[config.mk]
export PLATFORM = sky130hd
export DESIGN_NAME = gau_stage
export DESIGN_NICKNAME = d
export VERILOG_FILES = /design/src/sv/gau_pkg.sv /design/src/sv/gau_stage.sv
export SDC_FILE = /design/constraint.sdc
export NUM_CORES = 1
export LEC_CHECK = 0
export ABC_AREA = 1
export CORE_AREA = 2 2 280 282
export CTS_BUF_LIST = sky130_fd_sc_hd__clkbuf_4 sky130_fd_sc_hd__clkbuf_8
export DETAILED_ROUTE_END_ITERATION = 6
export DIE_AREA = 0 0 282 284
export DONT_BUFFER_PORTS = 1
export SYNTH_ARGS = -nofsm -noshare
export SYNTH_HDL_FRONTEND = slang
export SYNTH_SLANG_ARGS = --single-unit
[constraint.sdc]
create_clock -name i_clk -period 25.8 [get_ports i_clk]
set_input_delay 2.58 -clock i_clk [delete_from_list [all_inputs] [get_ports i_clk]]
set_output_delay 2.58 -clock i_clk [all_outputs]
set_load 0.01 [all_outputs]
[src/sv/gau_pkg.sv]
// Types, constants and fp32 arithmetic functions of the gated activation unit.
// No dependencies.
package gau_pkg;

    localparam int ACT_DEPTH  = 2048;
    localparam int GROUP_SIZE = 32;
    localparam int LANE_STEPS = 5;
    localparam int IDX_STEPS  = 7;

    localparam int DIV_BITS  = 2;
    localparam int DIV_STEPS = 13;

    localparam int ST_LOAD      = 0;
    localparam int ST_CUBE0     = 1;
    localparam int ST_CUBE1     = 2;
    localparam int ST_CUBE2     = 3;
    localparam int ST_INNER     = 4;
    localparam int ST_SCALE     = 5;
    localparam int ST_ARG       = 6;
    localparam int ST_LOG2      = 7;
    localparam int ST_TRUNC     = 8;
    localparam int ST_FRAC      = 9;
    localparam int ST_POLY0     = 10;
    localparam int ST_POLY1     = 11;
    localparam int ST_POLY2     = 12;
    localparam int ST_EXP       = 13;
    localparam int ST_NUMDEN    = 14;
    localparam int ST_DIV_PREP  = 15;
    localparam int ST_DIV_FIRST = 16;
    localparam int ST_DIV_LAST  = ST_DIV_FIRST + DIV_STEPS - 1;
    localparam int ST_DIV_ROUND = ST_DIV_LAST + 1;
    localparam int ST_SELECT    = ST_DIV_ROUND + 1;
    localparam int ST_GATE      = ST_SELECT + 1;
    localparam int ST_UP        = ST_GATE + 1;
    localparam int ST_PACK      = ST_UP + 1;
    localparam int NUM_STAGES   = ST_PACK + 1;

    localparam logic [31:0] FP_CUBIC   = 32'h3D372713;
    localparam logic [31:0] FP_SQRT2PI = 32'h3F4C422A;
    localparam logic [31:0] FP_LOG2E   = 32'h3FB8AA3B;
    localparam logic [31:0] FP_LN2     = 32'h3F317218;
    localparam logic [31:0] FP_QUAD    = 32'h3E75EC74;
    localparam logic [31:0] FP_HALF    = 32'h3F000000;
    localparam logic [31:0] FP_ONE     = 32'h3F800000;
    localparam logic [31:0] FP_NEG_ONE = 32'hBF800000;
    localparam logic [31:0] FP_TWO     = 32'h40000000;
    localparam logic [31:0] FP_NINE    = 32'h41100000;
    localparam logic [31:0] FP_DEF_NAN = 32'hFFC00000;

    typedef struct packed {
        logic        sel;
        logic [31:0] x;
        logic [31:0] u;
        logic [31:0] h;
        logic [31:0] a;
        logic [31:0] b;
        logic [31:0] c;
        logic [31:0] d;
        logic [31:0] e;
        logic [11:0] idx;
        logic        nan_f;
        logic        hi_f;
        logic        lo_f;
        logic [24:0] rem;
        logic [25:0] q;
        logic [23:0] dm;
        logic [11:0] ex;
        logic        sg;
        logic        zr;
    } t_item;

    function automatic logic is_nan(logic [31:0] v);
        return (v[30:23] == 8'hFF) && (v[22:0] != 23'd0);
    endfunction

    function automatic logic is_inf(logic [31:0] v);
        return (v[30:23] == 8'hFF) && (v[22:0] == 23'd0);
    endfunction

    function automatic logic [31:0] quiet(logic [31:0] v);
        return {v[31], 8'hFF, 1'b1, v[21:0]};
    endfunction

    function automatic logic [5:0] clz48(logic [47:0] v);
        logic [5:0] n;
        n = 6'd0;
        for (int i = 0; i < 48; i++) begin
            if (v[i]) n = 6'(47 - i);
        end
        return n;
    endfunction

    // m has its leading one at bit 26 (or is zero), e is the biased exponent
    function automatic logic [31:0] fp_round(logic s, logic signed [11:0] e,
                                             logic [26:0] m, logic st);
        logic [26:0]        mm;
        logic               stk;
        logic signed [11:0] sh;
        logic               up;
        logic [31:0]        base;
        logic [31:0]        bits;
        mm   = m;
        stk  = st;
        base = 32'd0;
        sh   = 12'sd1 - e;
        if (m == 27'd0) return {s, 31'd0};
        if (e > 12'sd254) return {s, 8'hFF, 23'd0};
        if (e >= 12'sd1) begin
            base = {1'b0, 8'(e[7:0] - 8'd1), 23'd0};
        end else if (sh > 12'sd27) begin
            mm  = 27'd0;
            stk = 1'b1;
        end else begin
            mm  = m >> sh[4:0];
            stk = st | ((m & ((27'd1 << sh[4:0]) - 27'd1)) != 27'd0);
        end
        up   = mm[2] & (mm[1] | mm[0] | stk | mm[3]);
        bits = base + {8'd0, mm[26:3]} + {31'd0, up};
        return {s, bits[30:0]};
    endfunction

    function automatic logic [31:0] fp_mul(logic [31:0] a, logic [31:0] b);
        logic               s;
        logic [23:0]        ma, mb;
        logic [7:0]         ea, eb;
        logic [47:0]        p, pn;
        logic [5:0]         lz;
        logic signed [11:0] e;
        s  = a[31] ^ b[31];
        ma = {a[30:23] != 8'd0, a[22:0]};
        mb = {b[30:23] != 8'd0, b[22:0]};
        ea = (a[30:23] == 8'd0) ? 8'd1 : a[30:23];
        eb = (b[30:23] == 8'd0) ? 8'd1 : b[30:23];
        p  = ma * mb;
        lz = clz48(p);
        pn = p << lz;
        e  = 12'(ea) + 12'(eb) - 12'd126 - 12'(lz);
        if (is_nan(a)) return quiet(a);
        if (is_nan(b)) return quiet(b);
        if ((is_inf(a) && b[30:0] == 31'd0) || (is_inf(b) && a[30:0] == 31'd0))
            return FP_DEF_NAN;
        if (is_inf(a) || is_inf(b)) return {s, 8'hFF, 23'd0};
        if (a[30:0] == 31'd0 || b[30:0] == 31'd0) return {s, 31'd0};
        return fp_round(s, e, pn[47:21], pn[20:0] != 21'd0);
    endfunction

    function automatic logic [31:0] fp_add(logic [31:0] a, logic [31:0] b);
        logic [31:0]        x, y;
        logic [23:0]        mx, my;
        logic [7:0]         ex, ey, d;
        logic [26:0]        ys;
        logic               stk;
        logic [27:0]        xf, yf;
        logic [28:0]        r, rn;
        logic [5:0]         lz;
        logic signed [11:0] e;
        if (b[30:0] > a[30:0]) begin
            x = b;
            y = a;
        end else begin
            x = a;
            y = b;
        end
        mx = {x[30:23] != 8'd0, x[22:0]};
        my = {y[30:23] != 8'd0, y[22:0]};
        ex = (x[30:23] == 8'd0) ? 8'd1 : x[30:23];
        ey = (y[30:23] == 8'd0) ? 8'd1 : y[30:23];
        d  = ex - ey;
        if (d > 8'd27) begin
            ys  = 27'd0;
            stk = my != 24'd0;
        end else begin
            ys  = {my, 3'd0} >> d[4:0];
            stk = ({my, 3'd0} & ((27'd1 << d[4:0]) - 27'd1)) != 27'd0;
        end
        xf = {mx, 4'd0};
        yf = {ys, stk};
        if (x[31] == y[31]) r = {1'b0, xf} + {1'b0, yf};
        else                r = {1'b0, xf} - {1'b0, yf};
        lz = clz48({r, 19'd0});
        rn = r << lz;
        e  = 12'(ex) + 12'd1 - 12'(lz);
        if (is_nan(a)) return quiet(a);
        if (is_nan(b)) return quiet(b);
        if (is_inf(a) && is_inf(b) && (a[31] != b[31])) return FP_DEF_NAN;
        if (is_inf(a)) return a;
        if (is_inf(b)) return b;
        if (r == 29'd0) return {a[31] & b[31], 31'd0};
        return fp_round(x[31], e, rn[28:2], rn[1:0] != 2'd0);
    endfunction

    function automatic logic [15:0] to_bf16(logic [31:0] v);
        logic [32:0] s;
        s = {1'b0, v} + 33'h7FFF + {32'd0, v[16]};
        if (is_nan(v)) return v[31:16] | 16'h0040;
        return s[31:16];
    endfunction

    function automatic t_item stage_op(int unsigned stage, t_item it);
        t_item       o;
        logic [4:0]  ln;
        logic [7:0]  et;
        logic [4:0]  sh5;
        logic [7:0]  mag;
        logic [7:0]  ip;
        logic [23:0] ma, mb;
        logic [7:0]  ea, eb;
        logic [5:0]  lza, lzb;
        logic        qb;
        logic [31:0] th;
        o   = it;
        mag = 8'd0;
        case (stage) inside
            ST_LOAD: begin
                ln = it.a[4:0];
                for (int k = LANE_STEPS - 1; k >= 0; k--) begin
                    if (32'(ln) >= (32'(GROUP_SIZE) << k))
                        ln = ln - 5'(32'(GROUP_SIZE) << k);
                end
                o.idx = it.idx + 12'(ln);
                o.a   = 32'd0;
            end
            ST_CUBE0: begin
                for (int k = IDX_STEPS - 1; k >= 0; k--) begin
                    if (32'(o.idx) >= (32'(ACT_DEPTH) << k))
                        o.idx = o.idx - 12'(32'(ACT_DEPTH) << k);
                end
                o.a = fp_mul(FP_CUBIC, it.x);
                o.h = fp_mul(FP_HALF, it.x);
            end
            ST_CUBE1, ST_CUBE2: o.a = fp_mul(it.a, it.x);
            ST_INNER: o.a = fp_add(it.x, it.a);
            ST_SCALE: o.a = fp_mul(FP_SQRT2PI, it.a);
            ST_ARG: begin
                th = it.sel ? it.x : it.a;
                o.b     = th;
                o.nan_f = is_nan(th);
                o.hi_f  = !th[31] && (th[30:0] > FP_NINE[30:0]);
                o.lo_f  = th[31] && (th[30:0] > FP_NINE[30:0]);
                if (it.sel) o.a = {~it.x[31], it.x[30:0]};
                else        o.a = fp_mul(FP_TWO, it.a);
            end
            ST_LOG2: o.a = fp_mul(it.a, FP_LOG2E);
            ST_TRUNC: begin
                et = it.a[30:23];
                if (et < 8'd127) begin
                    o.c = 32'd0;
                end else if (et < 8'd150) begin
                    sh5 = 5'(8'd150 - et);
                    o.c = {it.a[31:23], it.a[22:0] & ~((23'd1 << sh5) - 23'd1)};
                    mag = 8'({1'b1, it.a[22:0]} >> sh5);
                end else begin
                    o.c = it.a;
                end
                ip  = it.a[31] ? 8'(-mag) : mag;
                o.d = {1'b0, 8'(ip + 8'd127), 23'd0};
            end
            ST_FRAC: o.a = fp_add(it.a, {~it.c[31], it.c[30:0]});
            ST_POLY0: begin
                o.c = fp_mul(FP_LN2, it.a);
                o.e = fp_mul(FP_QUAD, it.a);
            end
            ST_POLY1: begin
                o.e = fp_mul(it.e, it.a);
                o.c = fp_add(FP_ONE, it.c);
            end
            ST_POLY2: o.c = fp_add(it.c, it.e);
            ST_EXP: o.c = fp_mul(it.d, it.c);
            ST_NUMDEN: begin
                if (it.sel) begin
                    o.a = it.x;
                    o.e = fp_add(FP_ONE, it.c);
                end else begin
                    o.a = fp_add(it.c, FP_NEG_ONE);
                    o.e = fp_add(it.c, FP_ONE);
                end
            end
            ST_DIV_PREP: begin
                ma   = {it.a[30:23] != 8'd0, it.a[22:0]};
                mb   = {it.e[30:23] != 8'd0, it.e[22:0]};
                ea   = (it.a[30:23] == 8'd0) ? 8'd1 : it.a[30:23];
                eb   = (it.e[30:23] == 8'd0) ? 8'd1 : it.e[30:23];
                lza  = clz48({ma, 24'd0});
                lzb  = clz48({mb, 24'd0});
                o.zr = it.a[30:0] == 31'd0;
                o.sg = it.a[31] ^ it.e[31];
                o.rem = {1'b0, 24'(ma << lza)};
                o.dm  = 24'(mb << lzb);
                o.q   = 26'd0;
                o.ex  = 12'(ea) - 12'(lza) - 12'(eb) + 12'(lzb) + 12'd127;
            end
            [ST_DIV_FIRST:ST_DIV_LAST]: begin
                for (int j = 0; j < DIV_BITS; j++) begin
                    qb = o.rem >= {1'b0, o.dm};
                    if (qb) o.rem = o.rem - {1'b0, o.dm};
                    o.q   = {o.q[24:0], qb};
                    o.rem = {o.rem[23:0], 1'b0};
                end
            end
            ST_DIV_ROUND: begin
                if (it.zr)
                    o.a = {it.sg, 31'd0};
                else if (it.q[25])
                    o.a = fp_round(it.sg, it.ex, {it.q, 1'b0}, it.rem != 25'd0);
                else
                    o.a = fp_round(it.sg, it.ex - 12'sd1, {it.q[24:0], 2'd0},
                                   it.rem != 25'd0);
            end
            ST_SELECT: begin
                if (it.sel) begin
                    if (it.nan_f)     o.a = it.x;
                    else if (it.lo_f) o.a = 32'd0;
                    else if (it.hi_f) o.a = it.x;
                end else begin
                    if (it.nan_f)     th = it.b;
                    else if (it.hi_f) th = FP_ONE;
                    else if (it.lo_f) th = FP_NEG_ONE;
                    else              th = it.a;
                    o.a = fp_add(FP_ONE, th);
                end
            end
            ST_GATE: if (!it.sel) o.a = fp_mul(it.h, it.a);
            ST_UP: o.a = fp_mul(it.a, it.u);
            ST_PACK: o.a = {16'd0, to_bf16(it.a)};
            default: o = it;
        endcase
        return o;
    endfunction

endpackage

[src/sv/gau_stage.sv]
// One register stage of the activation pipeline with its valid bit and stall logic.
// Depends on gau_pkg.
module gau_stage #(
    parameter int unsigned STAGE = 0
) (
    input  logic           i_clk,
    input  logic           i_rst_n,
    input  logic           i_valid,
    input  gau_pkg::t_item i_item,
    output logic           o_ready,
    output logic           o_valid,
    output gau_pkg::t_item o_item,
    input  logic           i_ready
);

    logic           r_valid;
    gau_pkg::t_item r_item;
    gau_pkg::t_item n_item;

    assign o_ready = !r_valid || i_ready;
    assign n_item  = gau_pkg::stage_op(STAGE, i_item);
    assign o_valid = r_valid;
    assign o_item  = r_item;

    always_ff @(posedge i_clk) begin
        if (!i_rst_n) begin
            r_valid <= 1'b0;
        end else if (o_ready) begin
            r_valid <= i_valid;
        end
    end

    always_ff @(posedge i_clk) begin
        if (o_ready && i_valid) begin
            r_item <= n_item;
        end
    end

endmodule

Yosys cells after proc, flatten, opt, wreduce, memory -nomap -nowiden. Cells that the tools add are included.

Bits in registers: 330. Word-level logic and storage cells: 23.

$add $sub $neg: 1. Reduce and logical (&&, ||, !) cells: 3.

Operators with widths (number): adder 12 x 5 -> 12 bit (1); logical AND 1 bit (1); logical NOT 1 bit (1); logical OR 1 bit (1).

Longest topological paths before layout.
Depth in word-level cells: 3. Mapped depth: 9.

Worst setup path after synthesis. OpenSTA, ideal clock, no wires.

Path type: input to register. Start: in i_valid. End: reg r_item (netlist bit o_item[0]) (enable). Data arrival time: 18.378 ns. Required time: 24.671 ns. Path slack: 6.293 ns. Stages: 2. Path through: inv_1 a21oi_1.

Longest elaborated chain between the ends: 1.

Ends and longest elaborated chain: start, declared (line gau_stage.sv:8) `input logic i_valid,`; logical AND 1 bit (line gau_stage.sv:34) `if (o_ready && i_valid) begin`; end signal, assigned (line gau_stage.sv:35) `r_item <= n_item;`; end, declared (line gau_stage.sv:17) `gau_pkg::t_item r_item;`.

No other way between the ends. A chain may end at the register's enable or synchronous reset.

Worst setup path in the final report.
Start: in i_ready. End: out o_ready.

Longest elaborated chain between the ends: 1.

Ends and longest elaborated chain: start, declared (line gau_stage.sv:13) `input logic i_ready`; logical OR 1 bit (line gau_stage.sv:20) `assign o_ready = !r_valid || i_ready;`; end, declared (line gau_stage.sv:10) `output logic o_ready,`.

No other way between the ends.

==> impl_metrics.tcl <==
set metrics [dict create \
    place_inst 1512 \
    max_stage_delay_ns 0.20 \
    cts-buffers-inserted 58 \
    postCtsSetupRepairBufs 0 \
    critPathRequiredTime_ns 23.22 \
    fmax_ghz 0.1835 \
    clock_latency_ns 0.66 \
    vias_per_cell 2.985 \
    critPathBufInv 1 \
    crit_family "simple AND/OR/NAND/NOR gates" \
    crit_type "in2out" \
    grt_setup_unrepaired "no" \
    syn_inst 469 \
    overflow 0 \
    tritoncts "yes" \
    grt_pass1_wl_mm 44.34 \
    placed_cell_area_um2 11930 \
    ioPinCount 728 \
    grt_antenna_before_repair 35 \
    routedWlPerCell_um 22.68 \
    p_per_area_nw_per_um2 91.29 \
    fin_area_um2 13170 \
    finalWeightedCongestion 0.8078 \
    leakage_uw 0.004290 \
    worst_path_max_delay_cell "nand2_1" \
    grtUsageTotal 0.08395 \
    grt_max_degree 138 \
    cts_sinks 330 \
    most-common-layout-cells "edfxtp_1, clkbuf_8, nand2_1" \
    synth_area_per_cell_um2 22.82 \
    cts_buffer_depth 3 \
    slew_headroom 0.3756 \
    fin_crit_ns 5.448 \
    drc 0 \
    hold_viol 0 \
    syn-cell-area_um2 10700 \
    cts_root_buf "clkbuf_8" \
    status "complete, no violations" \
    fp.dieH_um 284 \
    clock-skew-final_ns 0.04562 \
    cp-end-kind "primary output" \
    portBuffers 0 \
    synth-seq-cells 330 \
    worst_pin_slew_ns 0.9366 \
    ant_nets 0 \
    yosys.cell_types.count 22 \
    hp-start "o_valid$_SDFFE_PN0N_" \
    startpoint_type "primary input" \
    die_w_um 282 \
    routed_wl_mm 36.78 \
    slew_violations 0 \
    final_nets 903 \
    cts_htree_levels 2 \
    min_period_over_period 0.2112 \
    setup_viol 0 \
    die_area_um2 80090 \
    synth_edf_count 329 \
    seq_area_frac_synth 0.9251 \
    ys.flop_type "edfxtp_1" \
    core_area_um2 76960 \
    crit_start "i_ready" \
    fin_setup_tns_ns 0 \
    place_hpwl_mm 28.47 \
    cp_cell_sequence "inv_1 -> nand2_1" \
    syn_to_final_growth_pct 23.04 \
    vias 4842 \
    drive_gt1_frac 0.1934 \
    initial_core_util 0.1391 \
    cp_max_fo 2 \
    yosys_warnings 0 \
    r2r_setup_slack_ns 22.56 \
    clk_pin_slew_ns 0.06 \
    synthArstFlopShare 0 \
    worstHoldPathType "reg2reg" \
    peakVddDrop_mv 0.03600 \
    cap_violations 0 \
    n_fill_cell 8253 \
    dr.first_iter.drc_count 237 \
    stdcell_count 1622 \
    grt_pass1_vias 4703 \
    crit-reg2reg-launch "o_valid$_SDFFE_PN0N_" \
    layout_commonest_cell "edfxtp_1" \
    cp.arrival_ns 2.87 \
    cts_hold_repair.buffers 0 \
    rows 102 \
    firstDrtPassIters 4 \
    cts_resized 0 \
]
[logic make-up after synthesis]
kind of cell,count (synthesis),synth area share
xor gates and xnor gates,3,0.002456
DFF,330,0.9251
AOI/OAI and AO/OA,4,0.003391
adders and majority gates,6,0.007717
and+or+nand+nor,73,0.03157
other,1,0.0003504
buffers and inverters,52,0.02946
[synthesized netlist by cell type (2+ instances only)]
master	instances	area, um^2
nand3_1	19	95.09
nand2_1	36	135.1
nand3_2	2	20.02
xnor2_1	2	17.52
buf_4	32	240.2
inv_1	20	75.07
nor2_1	7	26.28
nand2_2	4	25.02
a21oi_1	2	10.01
edfxtp_1	329	9879
ha_1	5	62.56
[worst paths after layout]
| check | to | depth (start not counted) |
|---|---|---|
| worst min-delay path | o_valid$_SDFFE_PN0N_ | 2 |
| worst max register to register | o_item[22]$_DFFE_PP_ | 4 |
| worst min register to register | o_valid$_SDFFE_PN0N_ | 2 |
| worst max-delay path | o_ready | 2 |
[state kept, by name (all words and copies together) (netlist names)]
signal / count
o_item: 329
o_valid: 1
[metrics by stage]
step	total power [uW]	hold slack (ns)	util	worst slack [ns]
after floorplan	707.3	0.5953	-	6.293
after global placement	706.3	0.8870	0.1551	20.35
after detailed placement	707.5	0.8780	0.1551	20.35
after CTS	1232	0.8873	0.1710	20.35
after global routing	1255	0.9325	0.1710	20.32
final	1202	0.8892	0.1711	20.35
[metal layers]
layer	GRT usage	share of wire
met1	0.07783	0.32
met2	0.1464	0.50
met3	0.05352	0.14
met4	0.03205	0.036
met5	0	0.0053
[where the power goes]
part	switching, uW	internal [uW]	total (uW)
clock network	235	272	507
registers	37.2	632	669
logic	21.3	4.60	25.9
total	293	909	1200
[worst min-delay path, delay by kind of cell (launching register included)]
kind,cells,cell delay (ns)
flops,1,0.43
simple gates,1,0.29
compound gates,1,0.12
[cell type report]
| type | instances | area, um^2 | share of cell area |
|---|---|---|---|
| Antenna cell | 3 | 7.507 | 0.0005701 |
| Clock buffer | 68 | 873.3 | 0.06632 |
| Clock inverter | 39 | 354.1 | 0.02689 |
| Inverter | 20 | 75.07 | 0.005701 |
| Multi-Input combinational cell | 118 | 614.3 | 0.04666 |
| Sequential cell | 330 | 9899 | 0.7518 |
| Tap cell | 1040 | 1301 | 0.09882 |
| Timing Repair Buffer | 4 | 42.54 | 0.003231 |
Power figures use the tool's default switching activity.
